<file path="src/blc_pkg.sv">
package blc_pkg;

  localparam int ADC_W  = 12;
  localparam int NUM_CODES = 5;
  localparam int SUM_W  = 15;
  localparam int UV_W   = 23;
  localparam int OFF_W  = 18;
  localparam int SEG_W  = 3;
  localparam int PCT_W  = 15;
  localparam int LVL_W  = 7;
  localparam int RCP_W  = 23;

  // microvolt scaling: uv = sum * 80000 / 273 (avg of five codes, 3.0 V ref, 2:1 divider)
  // 80000 = 273 * 293 + 11, the fractional part goes through a reciprocal multiply
  localparam logic [8:0]  VOLT_INT   = 9'd293;
  localparam logic [3:0]  VOLT_REM   = 4'd11;
  localparam logic [17:0] RCP_273    = 18'd245821;
  localparam int          RCP_273_SH = 26;
  localparam int          VOLT_FRAC_W = 10;
  localparam int          REM_W      = 18;

  localparam logic [UV_W-1:0] UV_EMPTY = 23'd3300000;
  localparam logic [UV_W-1:0] UV_FULL  = 23'd4200000;

  // interpolation quotient uses ceil(2^27 * dp / dv) per segment
  localparam int INTERP_SH = 27;
  localparam int INTERP_Q_W = 13;

  // divide by 5 for the smoothing filter
  localparam int          NUM_W   = 17;
  localparam logic [16:0] RCP_5   = 17'd104858;
  localparam int          RCP_5_SH = 19;

  localparam logic [PCT_W-1:0] PCT_MAX = 15'd25600;
  localparam logic [LVL_W-1:0] LVL_MAX = 7'd100;

  typedef struct packed {
    logic load;
    logic scale;
    logic volt;
    logic seg;
    logic interp;
    logic filt;
    logic wb;
  } blc_cmd_t;

  // breakpoints including the empty and full ends, segment i runs from breakpoint i to i+1
  function automatic logic [UV_W-1:0] curve_uv(input logic [SEG_W-1:0] idx);
    logic [UV_W-1:0] v;
    unique case (idx)
      3'd0:    v = 23'd3300000;
      3'd1:    v = 23'd3500000;
      3'd2:    v = 23'd3700000;
      3'd3:    v = 23'd3850000;
      3'd4:    v = 23'd4000000;
      3'd5:    v = 23'd4100000;
      3'd6:    v = 23'd4200000;
      default: v = 23'd4200000;
    endcase
    return v;
  endfunction

  function automatic logic [PCT_W-1:0] seg_base(input logic [SEG_W-1:0] idx);
    logic [PCT_W-1:0] b;
    unique case (idx)
      3'd0:    b = 15'd0;
      3'd1:    b = 15'd2560;
      3'd2:    b = 15'd7680;
      3'd3:    b = 15'd14080;
      3'd4:    b = 15'd20480;
      3'd5:    b = 15'd23040;
      default: b = 15'd0;
    endcase
    return b;
  endfunction

  // slope reciprocals: 8/625, 16/625, 16/375 scaled by 2^27
  function automatic logic [RCP_W-1:0] seg_recip(input logic [SEG_W-1:0] idx);
    logic [RCP_W-1:0] m;
    unique case (idx)
      3'd0:    m = 23'd1717987;
      3'd1:    m = 23'd3435974;
      3'd2:    m = 23'd5726624;
      3'd3:    m = 23'd5726624;
      3'd4:    m = 23'd3435974;
      3'd5:    m = 23'd3435974;
      default: m = 23'd0;
    endcase
    return m;
  endfunction

endpackage

</file>
<file path="src/battery_level_conditioner_core.sv">
// an accepted item passes through the scale, volt, seg, interp, filt and write-back steps before its result is valid
// in_ready stays low until the six-step controller sequence
// after the accepting cycle has finished; a result waiting at the output stalls only the write-back step
// reset: synchronous active-low rst_n clears the controller, the smoothed average,
// its seeded flag and the published level; the first item after reset seeds the average
module battery_level_conditioner_core
  import blc_pkg::*;
(
  input  logic             clk,
  input  logic             rst_n,
  input  logic             in_valid,
  output logic             in_ready,
  input  logic [ADC_W-1:0] in_adc_code_a,
  input  logic [ADC_W-1:0] in_adc_code_b,
  input  logic [ADC_W-1:0] in_adc_code_c,
  input  logic [ADC_W-1:0] in_adc_code_d,
  input  logic [ADC_W-1:0] in_adc_code_e,
  output logic             out_valid,
  input  logic             out_ready,
  output logic [LVL_W-1:0] out_charge_level,
  output logic             out_level_changed,
  output logic [PCT_W-1:0] out_filtered_percent
);

  blc_cmd_t cmd;

  blc_ctrl u_ctrl (
    .clk       (clk),
    .rst_n     (rst_n),
    .in_valid  (in_valid),
    .in_ready  (in_ready),
    .out_valid (out_valid),
    .out_ready (out_ready),
    .cmd       (cmd)
  );

  blc_dp u_dp (
    .clk              (clk),
    .rst_n            (rst_n),
    .cmd              (cmd),
    .adc_code_a       (in_adc_code_a),
    .adc_code_b       (in_adc_code_b),
    .adc_code_c       (in_adc_code_c),
    .adc_code_d       (in_adc_code_d),
    .adc_code_e       (in_adc_code_e),
    .charge_level     (out_charge_level),
    .level_changed    (out_level_changed),
    .filtered_percent (out_filtered_percent)
  );

endmodule

</file>
<file path="src/blc_ctrl.sv">
module blc_ctrl
  import blc_pkg::*;
(
  input  logic     clk,
  input  logic     rst_n,
  input  logic     in_valid,
  output logic     in_ready,
  output logic     out_valid,
  input  logic     out_ready,
  output blc_cmd_t cmd
);

  typedef enum logic [6:0] {
    ST_IDLE   = 7'b0000001,
    ST_SCALE  = 7'b0000010,
    ST_VOLT   = 7'b0000100,
    ST_SEG    = 7'b0001000,
    ST_INTERP = 7'b0010000,
    ST_FILT   = 7'b0100000,
    ST_WB     = 7'b1000000
  } blc_state_t;

  blc_state_t state_r, state_nxt;
  logic       out_valid_r, out_valid_nxt;
  logic       slot_free;

  assign in_ready  = (state_r == ST_IDLE);
  assign out_valid = out_valid_r;
  assign slot_free = !out_valid_r || out_ready;

  always_comb begin
    state_nxt = state_r;
    cmd       = '0;
    unique case (state_r)
      ST_IDLE: begin
        if (in_valid) begin
          cmd.load  = 1'b1;
          state_nxt = ST_SCALE;
        end
      end
      ST_SCALE: begin
        cmd.scale = 1'b1;
        state_nxt = ST_VOLT;
      end
      ST_VOLT: begin
        cmd.volt  = 1'b1;
        state_nxt = ST_SEG;
      end
      ST_SEG: begin
        cmd.seg   = 1'b1;
        state_nxt = ST_INTERP;
      end
      ST_INTERP: begin
        cmd.interp = 1'b1;
        state_nxt  = ST_FILT;
      end
      ST_FILT: begin
        cmd.filt  = 1'b1;
        state_nxt = ST_WB;
      end
      ST_WB: begin
        // hold the result until the output register is free
        if (slot_free) begin
          cmd.wb    = 1'b1;
          state_nxt = ST_IDLE;
        end
      end
      default: state_nxt = ST_IDLE;
    endcase
  end

  always_comb begin
    out_valid_nxt = out_valid_r;
    if (cmd.wb) begin
      out_valid_nxt = 1'b1;
    end else if (out_ready) begin
      out_valid_nxt = 1'b0;
    end
  end

  always_ff @(posedge clk) begin
    if (!rst_n) begin
      state_r     <= ST_IDLE;
      out_valid_r <= 1'b0;
    end else begin
      state_r     <= state_nxt;
      out_valid_r <= out_valid_nxt;
    end
  end

endmodule

</file>
<file path="src/blc_dp.sv">
module blc_dp
  import blc_pkg::*;
(
  input  logic             clk,
  input  logic             rst_n,
  input  blc_cmd_t         cmd,
  input  logic [ADC_W-1:0] adc_code_a,
  input  logic [ADC_W-1:0] adc_code_b,
  input  logic [ADC_W-1:0] adc_code_c,
  input  logic [ADC_W-1:0] adc_code_d,
  input  logic [ADC_W-1:0] adc_code_e,
  output logic [LVL_W-1:0] charge_level,
  output logic             level_changed,
  output logic [PCT_W-1:0] filtered_percent
);

  localparam int VPROD_W = REM_W + REM_W;
  localparam int IPROD_W = OFF_W + RCP_W;
  localparam int FPROD_W = NUM_W + NUM_W;

  logic [SUM_W-1:0]   sum_r;
  logic [UV_W-1:0]    int_r;
  logic [REM_W-1:0]   rem_r;
  logic [UV_W-1:0]    uv_r;
  logic [OFF_W-1:0]   off_r;
  logic [SEG_W-1:0]   seg_r;
  logic               lo_r, hi_r;
  logic [PCT_W-1:0]   pct_r;
  logic [PCT_W-1:0]   filt_r;
  logic [PCT_W-1:0]   smoothed_r;
  logic               seeded_r;
  logic [LVL_W-1:0]   published_r;
  logic [LVL_W-1:0]   level_out_r;
  logic               changed_out_r;
  logic [PCT_W-1:0]   filt_out_r;

  logic [SUM_W-1:0]   code_sum;
  logic [UV_W-1:0]    scale_int;
  logic [REM_W-1:0]   scale_rem;
  logic [VPROD_W-1:0] volt_prod;
  logic [UV_W-1:0]    uv_val;
  logic [SEG_W-1:0]   seg_idx;
  logic [UV_W-1:0]    off_full;
  logic [IPROD_W-1:0] interp_prod;
  logic [PCT_W-1:0]   pct_val;
  logic [NUM_W-1:0]   ema_num;
  logic [FPROD_W-1:0] ema_prod;
  logic [PCT_W-1:0]   ema_q;
  logic [PCT_W-1:0]   filt_val;
  logic [PCT_W:0]     lvl_sum;
  logic [7:0]         lvl_raw;
  logic [LVL_W-1:0]   lvl_new;
  logic               change;

  assign code_sum = SUM_W'(adc_code_a) + SUM_W'(adc_code_b) + SUM_W'(adc_code_c)
                  + SUM_W'(adc_code_d) + SUM_W'(adc_code_e);

  assign scale_int = UV_W'(sum_r) * UV_W'(VOLT_INT);
  assign scale_rem = REM_W'(sum_r) * REM_W'(VOLT_REM);

  // floor(rem / 273) by reciprocal multiply, exact for every rem that five 12-bit codes can produce
  assign volt_prod = VPROD_W'(rem_r) * VPROD_W'(RCP_273);
  assign uv_val    = int_r + UV_W'(volt_prod[RCP_273_SH +: VOLT_FRAC_W]);

  // first segment whose upper breakpoint is not below the voltage
  always_comb begin
    seg_idx = '0;
    for (int j = 1; j < 6; j++) begin
      if (uv_r > curve_uv(SEG_W'(j))) begin
        seg_idx = seg_idx + SEG_W'(1);
      end
    end
  end
  assign off_full = uv_r - curve_uv(seg_idx);

  assign interp_prod = IPROD_W'(off_r) * IPROD_W'(seg_recip(seg_r));

  always_comb begin
    priority if (lo_r) begin
      pct_val = '0;
    end else if (hi_r) begin
      pct_val = PCT_MAX;
    end else begin
      pct_val = seg_base(seg_r) + PCT_W'(interp_prod[INTERP_SH +: INTERP_Q_W]);
    end
  end

  // (p + 4 f + 2) / 5, reciprocal exact for the numerator range
  assign ema_num  = NUM_W'(pct_r) + {smoothed_r, 2'b00} + NUM_W'(2);
  assign ema_prod = FPROD_W'(ema_num) * FPROD_W'(RCP_5);
  assign ema_q    = ema_prod[RCP_5_SH +: PCT_W];

  always_comb begin
    filt_val = seeded_r ? ema_q : pct_r;
    if (filt_val > PCT_MAX) begin
      filt_val = PCT_MAX;
    end
  end

  assign lvl_sum = (PCT_W+1)'(filt_r) + (PCT_W+1)'(128);
  assign lvl_raw = lvl_sum[PCT_W:8];
  assign lvl_new = (lvl_raw > 8'(LVL_MAX)) ? LVL_MAX : lvl_raw[LVL_W-1:0];

  assign change = (published_r == '0)
               || ({1'b0, lvl_new} >= {1'b0, published_r} + 8'd2)
               || ({1'b0, published_r} >= {1'b0, lvl_new} + 8'd2);

  always_ff @(posedge clk) begin
    if (cmd.load)   sum_r <= code_sum;
    if (cmd.scale) begin
      int_r <= scale_int;
      rem_r <= scale_rem;
    end
    if (cmd.volt)   uv_r <= uv_val;
    if (cmd.seg) begin
      off_r <= off_full[OFF_W-1:0];
      seg_r <= seg_idx;
      lo_r  <= (uv_r <= UV_EMPTY);
      hi_r  <= (uv_r >= UV_FULL);
    end
    if (cmd.interp) pct_r <= pct_val;
    if (cmd.filt)   filt_r <= filt_val;
    if (cmd.wb) begin
      level_out_r   <= change ? lvl_new : published_r;
      changed_out_r <= change;
      filt_out_r    <= filt_r;
    end
  end

  always_ff @(posedge clk) begin
    if (!rst_n) begin
      smoothed_r  <= '0;
      seeded_r    <= 1'b0;
      published_r <= '0;
    end else if (cmd.wb) begin
      smoothed_r <= filt_r;
      seeded_r   <= 1'b1;
      if (change) begin
        published_r <= lvl_new;
      end
    end
  end

  assign charge_level     = level_out_r;
  assign level_changed    = changed_out_r;
  assign filtered_percent = filt_out_r;

endmodule

</file>
<file path="config.mk">
export PLATFORM = sky130hd
export DESIGN_NAME = battery_level_conditioner_core
export DESIGN_NICKNAME = d
export VERILOG_FILES = /design/src/blc_pkg.sv /design/src/battery_level_conditioner_core.sv /design/src/blc_ctrl.sv /design/src/blc_dp.sv
export SDC_FILE = /design/constraint.sdc
export NUM_CORES = 2
export LEC_CHECK = 0
export BUFFER_PORTS_ARGS = -buffer_cell sky130_fd_sc_hd__buf_4
export CORE_MARGIN = 4
export CORE_UTILIZATION = 41
export CTS_CLUSTER_SIZE = 28
export DETAILED_ROUTE_END_ITERATION = 6
export PLACE_DENSITY_LB_ADDON = 0.15
export REMOVE_ABC_BUFFERS = 1
export SLEW_MARGIN = 20
export SYNTH_ARGS = -nofsm -noshare
export SYNTH_HDL_FRONTEND = slang
export SYNTH_SLANG_ARGS = --single-unit
</file>
<file path="constraint.sdc">
create_clock -name clk -period 20.3 [get_ports clk]
set_input_delay 0 -clock clk [delete_from_list [all_inputs] [get_ports clk]]
set_output_delay 0 -clock clk [all_outputs]
set_load 0.05 [all_outputs]
</file>
==> out/qor.csv <==
stage,metric,value,unit
logic_synthesis,largest area contributor in the netlist,fa_1,
logic_synthesis,area share of the largest cell type after synthesis,0.299,
die,Rows,104,
timing,Tightest Pin Transition,1010,ps
cts,CTS root buffer,clkbuf_16,
timing,Final Max Slew Viols,0,
cts,clk_lat worst skew,480,ps
logic_synthesis,sequential area share after synthesis,0.157,
die,# IOs,89,
pwr,Reg power frac,0.146,
grt,vias in the first global route,23500,
pwr,cell internal pwr,2620,uW
critical_path,"Data arrival, critical path",10080,ps
grt,largest net degree at the start of global routing,43,
cts,Resized Gates After CTS,0,
logic_synthesis,register bit total from synthesis,185,
grt,total track usage,0.189,
logic_synthesis,number of enable flip-flop cells after synthesis,154,
logic_synthesis,Post-synth top cells,"inv_1 (867), ha_1 (601), fa_1 (497), edfxtp_1 (154), nand2_1 (153)",
place,Detail Placement HPWL,69300,um
cts,CTS sink cnt,185,
finish,# diodes,0,
place,GP Congestion,0.940,
detailed_routing,1st-iter DRT viols,992,
cts,Clock Path Buffers,2,
critical_path,CP bufs+invs,5,
timing,Final Critical Period,9860,ps
die,die width,293,um
die,Die H,293,um
critical_path,critical path launch point type,flip-flop,
grt,met2 Usage GRT,0.325,
critical_path,Crit path max-delay family,adder cells,
cts,cts hold-fix bufs,7,
timing,setup TNS,0,ps
grt,met3 usage,0.0277,
run,max cap viols,0,
die,die area,0.0859,mm2
timing,clock skew,17.3,ps
die,Starting Density,0.414,
logic_synthesis,Synth Warn #,0,
detailed_routing,final WL,78100,um
detailed_routing,DRC Markers,0,
critical_path,Critical Path Sink Type,flip-flop,
grt,grt ovf,0,
cts,total setup buffers inserted after CTS,0,
grt,grt peak-use layer,met2,
timing,crit share post-route,0.486,
critical_path,Max Fanout on Critical Path,27,
timing,Slew HR,0.329,
detailed_routing,wire per inst,17.4,um
worst_hold_path,Worst Hold Class,in2reg,
critical_path,"setup slack, reg-to-reg",10440,ps
pwr,net switching power,2270,uW
finish,fraction of layout instances using a drive strength above 1,0.0551,
grt,first-pass GRT wire length,127000,um
logic_synthesis,Post-Syn Instances,3326,
finish,fin nets,4579,
detailed_routing,Final ANT Viol Nets,0,
cts,CTS tree,yes,
pwr,Clk pwr share,0.070,
pwr,Leak,0.0185,uW
logic_synthesis,Post-synth top flop,edfxtp_1,
logic_synthesis,synth unique cells,84,
grt,met1 Use GR,0.255,
logic_synthesis,async set or reset register ratio after synthesis,0,
finish,area grow syn2layout,7.75,%
pwr,Power Dens Cells,137,mW/mm2
pwr,"IR drop worst, VDD",131,uV
detailed_routing,DR vias,22000,
timing,Setup Viol. Count Final,0,
critical_path,cell mode on critical path,fa_1,
logic_synthesis,mean post-synth cell area,10.0,um2
critical_path,CP max stage cell,a211oi_1,
timing,Min Hold Slack,152,ps
detailed_routing,Initial DRT Pass Iterations,5,
critical_path,kind of critical path,reg2reg,
die,core box area,0.0805,mm2
outcome,status,"complete, no violations",
critical_path,CP max stage delay,760,ps
grt,initial antenna violation count,0,
timing,Final Hold Viols,0,
timing,Fmax,101,MHz
logic_synthesis,"Cell Area, Synth",0.0333,mm2
detailed_routing,via/cell ratio,4.89,
cts,Num CTS Buffers,17,
timing,RSZ-0062 raised after global routing,false,
logic_synthesis,top-count cell post-synth,inv_1,
logic_synthesis,main area contributors after synthesis,"fa_1 (30%), ha_1 (23%), edfxtp_1 (14%), inv_1 (9.8%), xnor2_1 (3.1%)",
place,PortBufs,88,
cts,CTS H-Tree Depth,4,
cts,"Clk pin slew, worst setup/hold paths",80,ps
critical_path,Crit path required time,20520,ps
pwr,switching share of power,0.464,
pwr,combinational group share of total power,0.784,
==> worst min-delay path, delay by kind of cell <==
kind       cells  cell delay (ps)
xor+xnor       1               70
buf+inv        1               90
fa+ha+maj      2              310
==> cells in the final DEF, fill, tap and decap left out, types with 7 or more instances in the layout <==
cell,n
a21boi_0,27
o21a_1,16
o211ai_1,7
clkbuf_16,18
ha_1,601
xor2_1,44
dfxtp_1,31
or3_1,7
a211oi_1,12
inv_1,867
nand2_1,153
a31o_2,8
nand2b_1,28
nor3b_1,7
and3_1,20
a31oi_1,8
xnor2_1,118
o31ai_1,10
and2_1,50
nand3_1,37
a21oi_1,108
or2_2,13
dlygate4sd3_1,7
mux2_2,12
nor3_1,35
nor2_1,127
o21bai_1,24
edfxtp_1,154
o21ai_0,65
a21o_1,47
buf_4,100
nor4_1,9
fa_1,497
nand4_1,12
mux2i_1,10
nor2b_1,25
==> state kept, by name, summed over array words and instances (netlist names) <==
| register | cells |
|---|---|
| u_dp.uv_r | 23 |
| u_dp.int_r | 22 |
| u_dp.off_r | 18 |
| u_dp.rem_r | 18 |
| u_dp.filt_r | 15 |
| u_dp.filtered_percent | 15 |
| u_dp.pct_r | 15 |
| u_dp.smoothed_r | 15 |
| u_dp.sum_r | 15 |
| u_ctrl.state_r | 7 |
| u_dp.charge_level | 7 |
| u_dp.published_r | 7 |
| u_dp.seg_r | 3 |
| u_ctrl.out_valid | 1 |
| u_dp.hi_r | 1 |
| u_dp.level_changed | 1 |
| u_dp.lo_r | 1 |
| u_dp.seeded_r | 1 |
==> layer usage <==
metal	vias to the layer above	share of wire
met5	-	0
met4	0	0.014
met3	60	0.041
met2	380	0.49
met1	10700	0.46
li1	10900	-
==> cell families after synthesis <==
group,synth area share
adders and majority gates,0.524
muxes,0.00706
buffers and inverters,0.103
xor gates and xnor gates,0.0439
and+or+nand+nor,0.0827
AOI/OAI and AO/OA,0.0816
DFF,0.157
==> power by group through the flow <==
stage	logic (uW)	registers, uW	clock network [uW]
floorplan	3110	703	0
global placement	3880	730	0
global route	4520	724	369
detailed placement	3870	730	0
finish	3840	717	343
CTS	3930	721	356
==> stage by stage <==
step / util / total power, uW / instances / setup slack, ps / instance area (um2)
final: 0.446 / 4900 / 4490 / 10440 / 35900
after global routing: 0.446 / 5610 / 4490 / 9720 / 35900
after CTS: 0.446 / 5010 / 4490 / 10300 / 35900
after detailed placement: 0.437 / 4600 / 4451 / 10380 / 35200
after global placement: 0.437 / 4610 / 4451 / 10520 / 35200
after floorplan: - / 3810 / 3291 / 10570 / 33100
==> layout make-up <==
cell class              count  area, um2
clock inverters            13        125
inverters                 868       3260
flip-flops and latches    185       5250
multi-input cells        2238      24600
repair buffers            107        821
fillers                  7859      44700
clock buffers              19        464
well taps                1060       1330
==> path summary, 6_finish.rpt <==
path,start,to,cells past startpoint
setup / recovery,u_dp.seg_r[1],u_dp.pct_r[13],32
hold / removal,in_adc_code_e[11],u_dp.sum_r[12],4
setup reg to reg,u_dp.seg_r[1],u_dp.pct_r[13],32
hold reg to reg,u_dp.uv_r[1],u_dp.off_r[1],0
(Power assumes the default switching activity.)
